**config.mk**
```make
export PLATFORM = sky130hd
export DESIGN_NAME = ready_queue_job_selector_top
export DESIGN_NICKNAME = d
export VERILOG_FILES = /design/src/sv/rqjs_pkg.sv /design/src/sv/rqjs_cell.sv /design/src/sv/rqjs_ctrl.sv /design/src/sv/ready_queue_job_selector_top.sv
export SDC_FILE = /design/constraint.sdc
export NUM_CORES = 1
export LEC_CHECK = 0
export CORE_ASPECT_RATIO = 1.4
export CORE_UTILIZATION = 54
export CTS_CLUSTER_DIAMETER = 50
export DETAILED_ROUTE_END_ITERATION = 12
export DONT_BUFFER_PORTS = 1
export PLACE_DENSITY_LB_ADDON = 0.25
export SETUP_SLACK_MARGIN = 0.5
export SYNTH_ARGS = -nofsm -noshare
export SYNTH_HDL_FRONTEND = slang
export SYNTH_SLANG_ARGS = --single-unit
```
**constraint.sdc**
```tcl
create_clock -name clk_i -period 12.15 [get_ports clk_i]
set_input_delay 0.6075 -clock clk_i [delete_from_list [all_inputs] [get_ports clk_i]]
set_output_delay 0.6075 -clock clk_i [all_outputs]
set_load 0.005 [all_outputs]
```
**src/sv/rqjs_pkg.sv**
```systemverilog
`timescale 1ns / 1ps

package rqjs_pkg;

  localparam int TASKS     = 16;
  localparam int TIME_BITS = 16;
  localparam int ID_BITS   = 4;
  localparam int OP_BITS   = 2;
  localparam int POL_BITS  = 2;
  localparam int CNT_BITS  = $clog2(TASKS + 1);
  localparam int STEP_BITS = $clog2(TASKS);

  // APB register map: one 32-bit register per word
  localparam int ADDR_BITS  = 3;
  localparam int DATA_BITS  = 32;
  localparam int REG_POLICY = 0;

  typedef enum logic [OP_BITS-1:0] {
    OP_INSERT = 2'd0,
    OP_REMOVE = 2'd1,
    OP_SELECT = 2'd2,
    OP_CHARGE = 2'd3
  } op_e;

  typedef enum logic [POL_BITS-1:0] {
    POL_FIFO     = 2'd0,
    POL_SHORTEST = 2'd1,
    POL_RR       = 2'd2
  } pol_e;

  typedef enum logic [1:0] {
    ST_IDLE,
    ST_SCAN,
    ST_FIN
  } state_e;

  typedef struct packed {
    logic [ID_BITS-1:0]   id;
    logic [TIME_BITS-1:0] time_left;
  } entry_t;

  typedef struct packed {
    logic [OP_BITS-1:0]   opcode;
    logic [ID_BITS-1:0]   task_id;
    logic [TIME_BITS-1:0] burst_time;
    logic [TIME_BITS-1:0] runtime;
  } in_req_t;

  typedef struct packed {
    logic [ID_BITS-1:0]  selected_id;
    logic                found;
    logic [CNT_BITS-1:0] entries;
  } out_req_t;

  // sequencer to cell row
  typedef struct packed {
    logic   shift;
    entry_t feed;
  } chain_ctl_t;

endpackage

```
**src/sv/rqjs_cell.sv**
```systemverilog
`timescale 1ns / 1ps

module rqjs_cell (
  input  logic            clk_i,
  input  logic            shift_i,
  input  rqjs_pkg::entry_t nxt_i,
  output rqjs_pkg::entry_t ent_o
);
  import rqjs_pkg::*;

  entry_t ent_q;

  // take the neighbour's entry on every shift step, hold otherwise
  always_ff @(posedge clk_i) begin
    if (shift_i) begin
      ent_q <= nxt_i;
    end
  end

  assign ent_o = ent_q;

endmodule

```
**src/sv/rqjs_ctrl.sv**
```systemverilog
`timescale 1ns / 1ps

module rqjs_ctrl (
  input  logic                          clk_i,
  input  logic                          rst_ni,
  input  logic                          in_valid_i,
  output logic                          in_stall_o,
  input  rqjs_pkg::in_req_t             in_req_i,
  output logic                          out_valid_o,
  input  logic                          out_stall_i,
  output rqjs_pkg::out_req_t            out_req_o,
  input  logic [rqjs_pkg::POL_BITS-1:0] policy_i,
  input  rqjs_pkg::entry_t              head_i,
  input  rqjs_pkg::entry_t              second_i,
  output rqjs_pkg::chain_ctl_t          ctl_o
);
  import rqjs_pkg::*;

  state_e               state_q, state_d;
  logic [STEP_BITS-1:0] step_q;
  logic [CNT_BITS-1:0]  cnt_q, cnt_d;
  logic                 fresh_q, fresh_d;
  logic                 out_valid_q;
  logic                 hit_q, hit_d;
  logic                 drop_q;
  logic                 pass2_q;

  logic [OP_BITS-1:0]   op_q;
  logic [ID_BITS-1:0]   id_q;
  logic [TIME_BITS-1:0] etime_q;
  logic [TIME_BITS-1:0] rtime_q;
  logic [POL_BITS-1:0]  pol_q;
  entry_t               hold_q;
  logic [TIME_BITS-1:0] best_time_q;
  logic [ID_BITS-1:0]   best_id_q;
  out_req_t             out_q;
  out_req_t             res;

  logic                 accept;
  logic                 out_free;
  logic                 start_scan;
  logic                 start_hit;
  logic [CNT_BITS-1:0]  s_ext;
  logic                 in_range;
  logic                 last_step;
  logic                 id_match;
  logic                 charge_hit;
  logic                 need_head;
  logic                 best_upd;
  logic [TIME_BITS-1:0] sat;
  entry_t               feed;

  assign accept    = in_valid_i && (state_q == ST_IDLE);
  assign out_free  = !out_valid_q || !out_stall_i;
  assign s_ext     = CNT_BITS'(step_q);
  assign in_range  = s_ext < cnt_q;
  assign last_step = step_q == STEP_BITS'(TASKS - 1);

  // first hit behind the head; the head itself is tried on a second pass
  assign id_match = in_range && (step_q != '0) && (head_i.id == id_q) && !hit_q && !pass2_q;
  assign sat      = (head_i.time_left > rtime_q) ? head_i.time_left - rtime_q : '0;
  assign best_upd = in_range && ((step_q == '0) || (head_i.time_left < best_time_q));
  assign hit_d    = hit_q || id_match;
  assign need_head = ((op_q == OP_REMOVE) || (op_q == OP_CHARGE)) && !pass2_q && !hit_d &&
                     (cnt_q != '0) && (hold_q.id == id_q);

  always_comb begin
    start_scan = 1'b0;
    start_hit  = 1'b0;
    case (in_req_i.opcode)
      OP_INSERT: begin
        start_hit  = cnt_q < CNT_BITS'(TASKS);
        start_scan = start_hit;
      end
      OP_SELECT: begin
        start_hit  = cnt_q != '0;
        start_scan = start_hit && ((policy_i == POL_SHORTEST) ||
                     ((policy_i == POL_RR) && !fresh_q && (cnt_q > CNT_BITS'(1))));
      end
      default: begin
        start_scan = 1'b1;
      end
    endcase
  end

  // next state
  always_comb begin
    state_d = state_q;
    case (state_q)
      ST_IDLE: begin
        if (in_valid_i) begin
          state_d = start_scan ? ST_SCAN : ST_FIN;
        end
      end
      ST_SCAN: begin
        if (last_step && !need_head) begin
          state_d = ST_FIN;
        end
      end
      ST_FIN: begin
        if (out_free) begin
          state_d = ST_IDLE;
        end
      end
      default: state_d = ST_IDLE;
    endcase
  end

  // feed into the tail cell, result and state updates
  always_comb begin
    charge_hit = pass2_q ? (step_q == '0) : id_match;
    case (op_q)
      OP_INSERT: feed = (s_ext == cnt_q) ? entry_t'{id: id_q, time_left: etime_q} : head_i;
      OP_REMOVE: feed = (pass2_q || drop_q || id_match) ? second_i : head_i;
      OP_CHARGE: feed = charge_hit ? entry_t'{id: head_i.id, time_left: sat} : head_i;
      OP_SELECT: begin
        if (pol_q == POL_RR) begin
          feed = (s_ext == cnt_q - CNT_BITS'(1)) ? hold_q : second_i;
        end else begin
          feed = head_i;
        end
      end
      default: feed = head_i;
    endcase

    cnt_d   = cnt_q;
    fresh_d = fresh_q;
    case (op_q)
      OP_INSERT: begin
        if (hit_q) begin
          cnt_d = cnt_q + CNT_BITS'(1);
        end
      end
      OP_REMOVE: begin
        if (hit_q) begin
          cnt_d = cnt_q - CNT_BITS'(1);
          if (cnt_q == CNT_BITS'(1)) begin
            fresh_d = 1'b1;
          end
        end
      end
      OP_SELECT: begin
        if (cnt_q == '0) begin
          fresh_d = 1'b1;
        end else if (pol_q == POL_RR) begin
          fresh_d = 1'b0;
        end
      end
      default: ;
    endcase

    res.selected_id = '0;
    if ((op_q == OP_SELECT) && (cnt_q != '0)) begin
      res.selected_id = (pol_q == POL_SHORTEST) ? best_id_q : head_i.id;
    end
    res.found   = hit_q;
    res.entries = cnt_d;
  end

  always_ff @(posedge clk_i or negedge rst_ni) begin
    if (!rst_ni) begin
      state_q     <= ST_IDLE;
      step_q      <= '0;
      cnt_q       <= '0;
      fresh_q     <= 1'b1;
      out_valid_q <= 1'b0;
      hit_q       <= 1'b0;
      drop_q      <= 1'b0;
      pass2_q     <= 1'b0;
    end else begin
      state_q <= state_d;
      if (accept) begin
        step_q  <= '0;
        hit_q   <= start_hit;
        drop_q  <= 1'b0;
        pass2_q <= 1'b0;
      end
      if (state_q == ST_SCAN) begin
        step_q <= last_step ? '0 : step_q + STEP_BITS'(1);
        hit_q  <= hit_d || (last_step && need_head);
        drop_q <= drop_q || id_match;
        if (last_step && need_head) begin
          pass2_q <= 1'b1;
        end
      end
      if ((state_q == ST_FIN) && out_free) begin
        out_valid_q <= 1'b1;
        cnt_q       <= cnt_d;
        fresh_q     <= fresh_d;
      end else if (!out_stall_i) begin
        out_valid_q <= 1'b0;
      end
    end
  end

  always_ff @(posedge clk_i) begin
    if (accept) begin
      op_q    <= in_req_i.opcode;
      id_q    <= in_req_i.task_id;
      etime_q <= in_req_i.burst_time;
      rtime_q <= in_req_i.runtime;
      pol_q   <= policy_i;
      hold_q  <= head_i;
    end
    if ((state_q == ST_SCAN) && best_upd) begin
      best_time_q <= head_i.time_left;
      best_id_q   <= head_i.id;
    end
    if ((state_q == ST_FIN) && out_free) begin
      out_q <= res;
    end
  end

  assign in_stall_o  = state_q != ST_IDLE;
  assign out_valid_o = out_valid_q;
  assign out_req_o   = out_q;
  assign ctl_o       = '{shift: (state_q == ST_SCAN), feed: feed};

  a_busy_after_accept: assert property (@(posedge clk_i) disable iff (!rst_ni)
    accept |=> (state_q != ST_IDLE))
    else $error("sequencer idle after taking a request");

  a_cnt_bound: assert property (@(posedge clk_i) disable iff (!rst_ni)
    cnt_q <= CNT_BITS'(TASKS))
    else $error("occupancy above queue depth");

  a_cnt_only_at_fin: assert property (@(posedge clk_i) disable iff (!rst_ni)
    (state_q != ST_FIN) |=> $stable(cnt_q))
    else $error("occupancy changed outside result load");

  a_step_idle: assert property (@(posedge clk_i) disable iff (!rst_ni)
    (state_q != ST_SCAN) |-> (step_q == '0))
    else $error("step counter not parked outside a pass");

  a_pass2_op: assert property (@(posedge clk_i) disable iff (!rst_ni)
    pass2_q |-> ((op_q == OP_REMOVE) || (op_q == OP_CHARGE)))
    else $error("head pass for an op without id lookup");

endmodule

```
**src/sv/ready_queue_job_selector_top.sv**
```systemverilog
`timescale 1ns / 1ps
// Passes: a request that runs a pass of the cell row (insert, remove, charge, shortest or
//   rotating round-robin select) gives its result when the pass ends, after a second pass
//   for a remove or charge on the head; other selects and a full insert run no pass.
// Requests: one in work at a time; the next is accepted in the cycle after the result loads,
//   or later while the result side stalls.
// Reset: asynchronous, active low; clears occupancy, sets the round-robin fresh flag, policy fifo.
module ready_queue_job_selector_top (
  input  logic                            clk_i,
  input  logic                            rst_ni,
  input  logic                            in_valid_i,
  output logic                            in_stall_o,
  input  rqjs_pkg::in_req_t               in_req_i,
  output logic                            out_valid_o,
  input  logic                            out_stall_i,
  output rqjs_pkg::out_req_t              out_req_o,
  input  logic                            psel_i,
  input  logic                            penable_i,
  input  logic                            pwrite_i,
  input  logic [rqjs_pkg::ADDR_BITS-1:0]  paddr_i,
  input  logic [rqjs_pkg::DATA_BITS-1:0]  pwdata_i,
  output logic [rqjs_pkg::DATA_BITS-1:0]  prdata_o,
  output logic                            pready_o
);
  import rqjs_pkg::*;

  // The queue lives in a row of TASKS cells, head in cell 0, tail side at cell TASKS-1.
  // A pass shifts every cell one place towards the head per cycle; what leaves cell 0
  // re-enters at the far end through the sequencer's feed. Choosing the feed (the old head
  // entry, the entry behind it, a new entry or an updated time) lets one pass insert, close
  // up a gap, rotate or charge, while the row returns to its alignment.

  logic [POL_BITS-1:0] policy_q;
  logic                reg_sel;
  logic                reg_wr;
  chain_ctl_t          ctl;
  entry_t              ent [TASKS];
  entry_t              nxt [TASKS];

  // APB register file: policy only, word-aligned; zero-wait, so pready is tied high
  assign reg_sel  = paddr_i[ADDR_BITS-1:2] == (ADDR_BITS-2)'(REG_POLICY);
  assign reg_wr   = psel_i && penable_i && pwrite_i && reg_sel;
  assign pready_o = 1'b1;
  assign prdata_o = reg_sel ? DATA_BITS'(policy_q) : '0;

  always_ff @(posedge clk_i or negedge rst_ni) begin
    if (!rst_ni) begin
      policy_q <= POL_FIFO;
    end else if (reg_wr) begin
      policy_q <= pwdata_i[POL_BITS-1:0];
    end
  end

  // Sequencer: accepts a request, runs a pass if it needs one, then holds the result until taken
  rqjs_ctrl u_ctrl (
    .clk_i       (clk_i),
    .rst_ni      (rst_ni),
    .in_valid_i  (in_valid_i),
    .in_stall_o  (in_stall_o),
    .in_req_i    (in_req_i),
    .out_valid_o (out_valid_o),
    .out_stall_i (out_stall_i),
    .out_req_o   (out_req_o),
    .policy_i    (policy_q),
    .head_i      (ent[0]),
    .second_i    (ent[1]),
    .ctl_o       (ctl)
  );

  // Cell row: each cell takes its neighbour nearer the tail; the last takes the feed
  for (genvar k = 0; k < TASKS; k++) begin : g_cell
    if (k == TASKS - 1) begin : g_last
      assign nxt[k] = ctl.feed;
    end else begin : g_mid
      assign nxt[k] = ent[k+1];
    end

    rqjs_cell u_cell (
      .clk_i   (clk_i),
      .shift_i (ctl.shift),
      .nxt_i   (nxt[k]),
      .ent_o   (ent[k])
    );
  end

endmodule

```
Yosys cells after proc, flatten, opt, wreduce, memory -nomap -nowiden
Index checks and enable logic that the tools add are counted.
- multiplexer cells: 37
- order comparisons: 5
- reduce and logical (&&, ||, !) cells: 49
- equality and inequality tests: 23
- add/sub/neg operators: 4
- bitwise operators: 1
- operators by type and width (kind ; number):
    20-bit 2-to-1 mux ; 4
    20-bit case mux with 4 select lines ; 1
    16-bit 2-to-1 mux ; 2
    1-bit logical AND ; 21
    16-bit greater-than comparator ; 1
    16-bit less-than comparator ; 1
    4-bit 2-to-1 mux ; 4
    16-bit subtractor ; 1
    1-bit 2-to-1 mux ; 14
    2-bit equality test, second input constant ; 6
    4-bit by 5-bit equality test with 1-bit output ; 2
    2-bit 2-to-1 mux ; 5
    5-bit 2-to-1 mux ; 2
    5-bit case mux with 2 select lines ; 1
    1-bit logical OR ; 9
    2-bit by 1-bit equality test with 1-bit output, second input constant ; 4
    4-bit equality test ; 2
    1-bit zero test ; 7
    2-bit zero test ; 3
    2-bit by 1-bit inequality test with 1-bit output, second input constant ; 3
    2-bit inequality test, second input constant ; 3
    1-bit case mux with 2 select lines ; 3
    2-bit case mux with 3 select lines ; 1
    2-bit nonzero test ; 3
    16 further kinds ; 16
- word-level logic and storage cells: 172
- flip-flop bits (word level): 428
- input bits: 80
- output and inout port bits: 45

Logic depth before layout (Yosys ltp)
Gate-level depths: netlist of the first run.
- depth in word-level cells: 14
- mapped depth: 12
- gate-level depth less buffers: 11

Modules after synthesis
From an unflattened synthesis of the first run, not the netlist that was laid out.
- cells, all modules: 1019
- area, all modules: 16804.9 um^2
- modules (own cells, without submodules) (module ; seq. area each (um^2) ; area an instance (um^2) ; cells each ; instances):
    rqjs_cell ; 600.6 ; 600.6 ; 20 ; 16
    rqjs_ctrl ; 3104.2 ; 6834.1 ; 659 ; 1
    ready_queue_job_selector_top ; 50.0 ; 361.6 ; 40 ; 1

Worst setup path after synthesis of the first run
Ideal clock, no wire load.
- path kind: reg2reg
- start: reg u_ctrl.state_q[1]
- end: reg u_ctrl.best_id_q[0] (enable)
- buffers on the path: 1
- cell stages (with the launch flop): 5
- library setup time: 0.428 ns
- period minus slack after synthesis: 12.380 ns
- arrival: 11.952 ns
- path slack: -0.230 ns
- data required time: 11.722 ns
- path through: dfrtp_1 nor2b_1 clkbuf_1 o2111ai_1 a211oi_1
- cells in the longest elaborated chain, start to end: 2
- ends and longest elaborated chain (element ; RTL line ; text):
    start, declared ; rqjs_ctrl.sv:19 ; state_e state_q, state_d;
    start signal, assigned ; rqjs_ctrl.sv:171 ; state_q <= state_d;
    2-bit by 1-bit equality test with 1-bit output ; rqjs_ctrl.sv:205 ; if ((state_q == ST_SCAN) && best_upd) begin
    1-bit logical AND ; rqjs_ctrl.sv:205 ;
    end signal, assigned ; rqjs_ctrl.sv:207 ; best_id_q <= head_i.id;
    end, declared ; rqjs_ctrl.sv:35 ; logic [ID_BITS-1:0] best_id_q;
No other way between the ends.
A chain may end at the register's enable or synchronous reset.

==> flow_metrics.env, run 1 <==
export IMPL_cp_startpoint="u_ctrl.cnt_q[1]$_DFFE_PN0P_"
export IMPL_crit_type="flop to flop"
export IMPL_initial_core_util=0.5522
export IMPL_place_ws_ns=8.584
export IMPL_grt_use_total=0.1889
export IMPL_final_cells=1468
export IMPL_routed_top_layer="met5"
export IMPL_fin_area_mm2=0.01865
export IMPL_antenna_found_initial=1
export IMPL_synth_area_per_cell_um2=16.52
export IMPL_yosys_area_top_type_share=0.7215
export IMPL_path_cells="inv_1 -> ha_1 -> nor2b_1 -> o21ai_1 -> and4_4 -> a21boi_1 -> nor4b_4 -> nand3_1 -> a32oi_1"
export IMPL_io_pins=125
export IMPL_grt_max_degree=88
export IMPL_cts_made_buffers=41
export IMPL_slowest_stage="nor4b_4"
export IMPL_seq_area_mm2=0.01276
export IMPL_placed_cells=1399
export IMPL_grt_pass1_vias=8248
export IMPL_cp_end_kind="flop"
export IMPL_ctsHtreeMaxLevel=2
export IMPL_synth_enable_flop_cells=410
export IMPL_post_route_period_util=0.3024
export IMPL_vdd_drop_max_mv=0.2344
export IMPL_failed_checks="design-rule violations"
export IMPL_power_density_mw_per_mm2=259.3
export IMPL_drc=3
export IMPL_synthToLayoutAreaGrowth_pct=9.260
export IMPL_max_freq_mhz=272.2
export IMPL_setup_tns_ns=0
export IMPL_worstSkewPairLatency_ns=0.54
export IMPL_fin_ws_ns=8.476
export IMPL_cp_max_fo=15
export IMPL_vias=8455
export IMPL_skew_ns=0.01610
export IMPL_slew_viol_final=0
export IMPL_yosysWarningCount=0
export IMPL_synth_seq_cells=428
export IMPL_cts_tree="done"
export IMPL_postSynth_asyncResetShare=0.04206
export IMPL_yosysMostFrequentCell="edfxtp_1"
export IMPL_reg2regPathDepth=9
export IMPL_rr_startpoint="u_ctrl.cnt_q[1]$_DFFE_PN0P_"
export IMPL_die_x_um=152.2
export IMPL_n_fill_cell=2203
export IMPL_power_leakage_nw=6.557
export IMPL_die_y_um=212.3
export IMPL_rsz0062_at_grt="no"
export IMPL_rr_endpoint="g_cell[15].u_cell.ent_o[13]$_DFFE_PP_"
export IMPL_min_path_type="input pin to flop"
export IMPL_fin_crit_ns=3.674
export IMPL_final_nets=1179
export IMPL_dr_pass1_iters=9
export IMPL_cp_start_kind="flop"
export IMPL_syn_area_mm2=0.01707
export IMPL_syn_inst=1033
export IMPL_place_congestion=0.8552
export IMPL_cts_resized=0
export IMPL_arrival_ns=3.97
export IMPL_grt_pass1_wl_mm=46.27
export IMPL_clkTransAtPathRegs_ns=0.06
export IMPL_post_drt_via_cell_ratio=5.760
export IMPL_outcome="finished with violations"
export IMPL_rows=76
export IMPL_antenna_cells=0
export IMPL_post_dp_cell_area_mm2=0.01735
export IMPL_drive_gt1_frac=0.1243
export IMPL_drtIter0Drc=561
export IMPL_cp_required_ns=12.45
export IMPL_hold_viol=0
export IMPL_worstMarginPinSlew_ns=1.109
export IMPL_root_buffer="clkbuf_16"
export IMPL_relSlewSlack=0.2608
export IMPL_setup_violations=0
export IMPL_route_met3_wl_mm=1.427
export IMPL_ys_seq_area_frac=0.7479
export IMPL_synth_distinct_cells=70
export IMPL_r2r_slack_ns=8.48
export IMPL_overflow=0
export IMPL_wl_met2_mm=14.14
export IMPL_multi_input_area_mm2=0.003829
export IMPL_dieArea_mm2=0.03233
export IMPL_clock_sinks=428
export IMPL_crit_end="g_cell[15].u_cell.ent_o[13]$_DFFE_PP_"
export IMPL_wl_per_cell_um=20.13
export IMPL_core_mm2=0.03090
export IMPL_routed_wirelength_mm=29.55
export IMPL_drv_cap=0
export IMPL_critical_path_max_stage_delay_ns=0.92
export IMPL_clockBufferDepth=3
export IMPL_synth_area_leaders="edfxtp_1 (72%), ha_1 (3.3%), dfrtp_1 (2.5%)"
export IMPL_io_buffers=0
export IMPL_wl_met1_mm=12.93
export IMPL_synth_top_flop_cell="edfxtp_1"
export IMPL_antenna_left=0
export IMPL_yosysTopAreaCell="edfxtp_1"
export IMPL_dp_hpwl_mm=18.26
export IMPL_synth_common_cells="edfxtp_1 (410), nand2_1 (57), inv_1 (47)"
export IMPL_fin_util=0.6033
[worst max-delay path, delay by kind of cell, from the launching register on]
kind	cells	cell delay, ns
compound gates	3	0.80
fa+ha+maj	1	0.35
buf+inv	1	0.19
flops	1	0.49
simple gates	4	1.59
[cells by family (layout without fill, tap and decap cells)]
logic type,Yosys count,count (layout),synth area share
and+or+nand+nor,192,192,0.06020
AOI/OAI and AO/OA,182,182,0.07809
muxes,46,46,0.03167
other,2,31,0.0004401
xor gates and xnor gates,24,24,0.01232
adders and majority gates,46,46,0.03417
DFF,428,428,0.7479
buffers and inverters,113,129,0.03519
[placed cells by master (no fill, tap or decap), drive strengths merged, types with 13 or more instances in the layout]
master	Yosys	final
a21o	20	20
a21oi	17	17
a221oi	17	17
a31oi	21	21
and3	15	15
buf	48	13
clkbuf	18	44
clkinv	0	14
conb	2	31
dfrtp	17	17
edfxtp	410	410
ha	45	45
inv	47	51
mux2	31	31
mux2i	15	15
nand2	57	57
nand2b	20	20
nand3	17	17
nor2	30	30
o211ai	16	16
o21ai	38	38
xnor2	17	17
[routing by layer]
metal / vias up / GRT usage
met5: - / 0
met4: 2 / 0.08339
met3: 74 / 0.03567
met2: 219 / 0.3056
met1: 4205 / 0.2516
li1: 3955 / -
[flip-flops by register name, summed over array words and instances (netlist names), 4 cells and up]
register,cells
g_cell.u_cell.ent_o,320
u_ctrl.best_id_q,4
u_ctrl.best_time_q,16
u_ctrl.cnt_q,5
u_ctrl.etime_q,16
u_ctrl.hold_q,20
u_ctrl.id_q,4
u_ctrl.out_req_o,10
u_ctrl.rtime_q,16
u_ctrl.step_q,4
[power by group]
| group | leakage, nW | internal, mW | switching, mW | total, mW |
|---|---|---|---|---|
| Sequential | 4.05 | 2.29 | 0.216 | 2.51 |
| Clock | 0.629 | 0.706 | 0.522 | 1.23 |
| Combinational | 1.88 | 0.380 | 0.722 | 1.10 |
| Total | 6.56 | 3.37 | 1.46 | 4.83 |
[metrics by stage]
stage	total power, mW	hold WS (ns)
after floorplan	3.372	0.3119
after global placement	3.599	0.3123
after detailed placement	3.634	0.3122
after CTS	4.883	0.1347
after global routing	5.096	0.1381
final	4.834	0.1614
[area by class of cell]
class	instances	share of cell area
flip-flops and latches	428	0.6845
clock inverters	24	0.01309
multi-input cells	521	0.2053
well taps	390	0.02617
repair buffers	14	0.005771
clock buffers	44	0.05563
inverters	47	0.009462
[worst min path at each step]
stage | startpoint | endpoint | slack, ns | cells after the start
final | in_req_i[35] | u_ctrl.id_q[3]$_DFFE_PP_ | 0.16 | 0
after global routing | in_req_i[37] | u_ctrl.op_q[1]$_DFFE_PP_ | 0.14 | 0
after CTS | in_req_i[37] | u_ctrl.op_q[1]$_DFFE_PP_ | 0.13 | 0
after detailed placement | rst_ni | u_ctrl.out_valid_o$_DFFE_PN0P_ | 0.31 | 0
after global placement | rst_ni | u_ctrl.hit_q$_DFFE_PN0P_ | 0.31 | 0
after floorplan | rst_ni | policy_q[0]$_DFFE_PN0P_ | 0.31 | 0
[what timing repair did]
action | 4_1_cts | 5_1_grt
hold endpoints to repair | 18 | 0
setup endpoints to repair | 0 | 0
setup buffers | 0 | 0
hold buffers | 1 | 0
(Power assumes the default switching activity.)
==> run 2: changes to the inputs <==
==> constraint.sdc (replaced) <==
create_clock -name clk_i -period 3.8 [get_ports clk_i]
set_input_delay 0.19 -clock clk_i [delete_from_list [all_inputs] [get_ports clk_i]]
set_output_delay 0.19 -clock clk_i [all_outputs]
set_load 0.005 [all_outputs]
==> run 2 against run 1 <==
Effect of this change: the run still ends with design-rule violations left; global-route usage increased by 0.38 points; via count up 2.7%; sequential share of layout area fell by 2.4 points; clock skew shrank 0.0030 ns; die area is the same; critical endpoint is now g_cell[15].u_cell.ent_o[16]$_DFFE_PP_; largest power group unchanged.
==> flow_metrics.env, run 2 (synthesis gave the netlist of run 1 again) <==
export IMPL_outcome="finished with violations"
export IMPL_failed_checks="design-rule violations"
export IMPL_dieArea_mm2=0.03233
export IMPL_place_congestion=0.8170
export IMPL_total_power_mw=15.89
export IMPL_final_common_cell="edfxtp_1"
export IMPL_max_freq_mhz=319.9
export IMPL_grt_pass1_wl_mm=47.49
export IMPL_final_nets=1233
export IMPL_dr_pass1_iters=10
export IMPL_worstMarginPinSlew_ns=1.113
export IMPL_crit_type="flop to flop"
export IMPL_rsz0062_at_grt="no"
export IMPL_placed_cells=1405
export IMPL_final_cells=1530
export IMPL_power_density_mw_per_mm2=822.6
export IMPL_p_comb_frac=0.233
export IMPL_fin_hold_ws_ns=0.08206
export IMPL_arrival_ns=3.41
export IMPL_internal_power_mw=11.12
export IMPL_ctsHtreeMaxLevel=2
export IMPL_clkTransAtPathRegs_ns=0.06
export IMPL_io_pins=125
export IMPL_antenna_cells=0
export IMPL_seq_area_mm2=0.01276
export IMPL_rr_startpoint="u_ctrl.cnt_q[1]$_DFFE_PN0P_"
export IMPL_die_x_um=152.2
export IMPL_cp_end_kind="flop"
export IMPL_fin_util=0.6251
export IMPL_p_sw_mw=4.768
export IMPL_relSlewSlack=0.2582
export IMPL_vias=8682
export IMPL_die_y_um=212.3
export IMPL_dp_hpwl_mm=18.18
export IMPL_power_leakage_nw=6.851
export IMPL_grt_use_total=0.1927
export IMPL_min_from="out_stall_i"
export IMPL_antenna_found_initial=0
export IMPL_clock_sinks=428
export IMPL_core_mm2=0.03090
export IMPL_root_buffer="clkbuf_16"
export IMPL_antenna_left=0
export IMPL_cp_required_ns=4.08
export IMPL_n_fill_cell=2236
export IMPL_skew_ns=0.01306
export IMPL_setup_violations=0
export IMPL_grt_max_degree=158
export IMPL_p_sw_frac=0.3000
export IMPL_cts_made_buffers=43
export IMPL_drv_cap=0
export IMPL_sequentialPowerShare=0.504
export IMPL_vdd_drop_max_mv=0.5199
export IMPL_io_buffers=0
export IMPL_rows=76
export IMPL_cts_tree="done"
export IMPL_slew_viol_final=0
export IMPL_drc=4
export IMPL_worstSkewPairLatency_ns=0.55
export IMPL_synthToLayoutAreaGrowth_pct=13.20
export IMPL_clockBufferDepth=3
export IMPL_cp_startpoint="u_ctrl.cnt_q[1]$_DFFE_PN0P_"
export IMPL_grt_pass1_vias=8645
export IMPL_min_path_type="input pin to flop"
export IMPL_hold_viol=0
export IMPL_wl_per_cell_um=20.02
export IMPL_drtIter0Drc=764
export IMPL_post_route_period_util=0.8225
export IMPL_routed_wirelength_mm=30.63
export IMPL_multi_input_area_mm2=0.003855
export IMPL_overflow=0
export IMPL_cp_start_kind="flop"
export IMPL_post_drt_via_cell_ratio=5.675
export IMPL_setup_tns_ns=0
export IMPL_p_clk_frac=0.263
export IMPL_layout_common_cells="edfxtp_1 (410), nand2_1 (57), inv_1 (46), dlygate4sd3_1 (45), clkbuf_16 (44)"
export IMPL_cp_max_fo=12
export IMPL_drive_gt1_frac=0.1289
export IMPL_largest_reg_flops=320
export IMPL_fin_crit_ns=3.126
export IMPL_initial_core_util=0.5522
[run 2: cell count changes in the layout (fill, tap and decap cells not counted), sizes merged]
cell | before | now
a211o | 1 | 2
buf | 13 | 20
clkbuf | 44 | 56
clkinv | 14 | 13
clkinvlp | 2 | 1
dlygate4sd3 | 1 | 45
[run 2: final cells by class]
class | count | share of cell area
tap | 390 | 0.02526
inverter | 47 | 0.009132
clock buffer | 56 | 0.06088
timing repair buffer | 65 | 0.03238
sequential | 428 | 0.6607
clock inverter | 22 | 0.01211
multi-input combinational | 522 | 0.1995
[run 2: worst max-delay path: stages (launching register included)]
cell	delay, ns
dfrtp_1	0.47
inv_1	0.19
ha_1	0.35
nor2b_1	0.15
o21ai_1	0.22
and4_4	0.32
a211o_4	0.33
o21bai_1	0.21
a2111oi_1	0.49
nor2_1	0.12
[run 2: final timing paths]
path | to | depth (start not counted) | slack, ns
min | u_ctrl.out_req_o[6]$_SDFFCE_PN0P_ | 1 | 0.08
max reg2reg | g_cell[15].u_cell.ent_o[16]$_DFFE_PP_ | 9 | 0.67
min in group asynchronous | u_ctrl.cnt_q[0]$_DFFE_PN0P_ | 1 | 0.23
min reg2reg | g_cell[13].u_cell.ent_o[9]$_DFFE_PP_ | 0 | 0.41
max in group asynchronous | u_ctrl.cnt_q[2]$_DFFE_PN0P_ | 1 | 2.99
max | g_cell[15].u_cell.ent_o[16]$_DFFE_PP_ | 9 | 0.67
[run 2: power by group through the flow]
stage / logic [mW] / clock network (mW) / registers [mW]
6_report: 3.70 / 4.18 / 8.01
5_1_grt: 4.05 / 4.44 / 8.18
4_1_cts: 3.65 / 4.29 / 8.03
3_5_place_dp: 3.58 / 0 / 8.07
3_3_place_gp: 3.51 / 0 / 8.05
2_1_floorplan: 2.77 / 0 / 7.79
[run 2: what timing repair did]
action / in CTS / in global routing
setup buffers: 0 / 1
hold buffers: 45 / 0
endpoints found under the hold margin: 64 / 0
endpoints found under the setup margin: 0 / 19
resized for setup: 0 / 6
[run 2: layer usage]
layer	global-route usage	vias up	wire, µm
met3	0.03628	80	1430
li1	-	4066	-
met1	0.2541	4295	13350
met4	0.08586	0	1101
met5	0	-	0
met2	0.3143	241	14750
[run 2: stage by stage]
stage	cell area, µm²	worst slack (ns)
2_1_floorplan	17200	0.6358
3_3_place_gp	17420	0.5867
3_5_place_dp	17420	0.5596
4_1_cts	19280	0.5203
5_1_grt	19320	0.5016
6_report	19320	0.6744
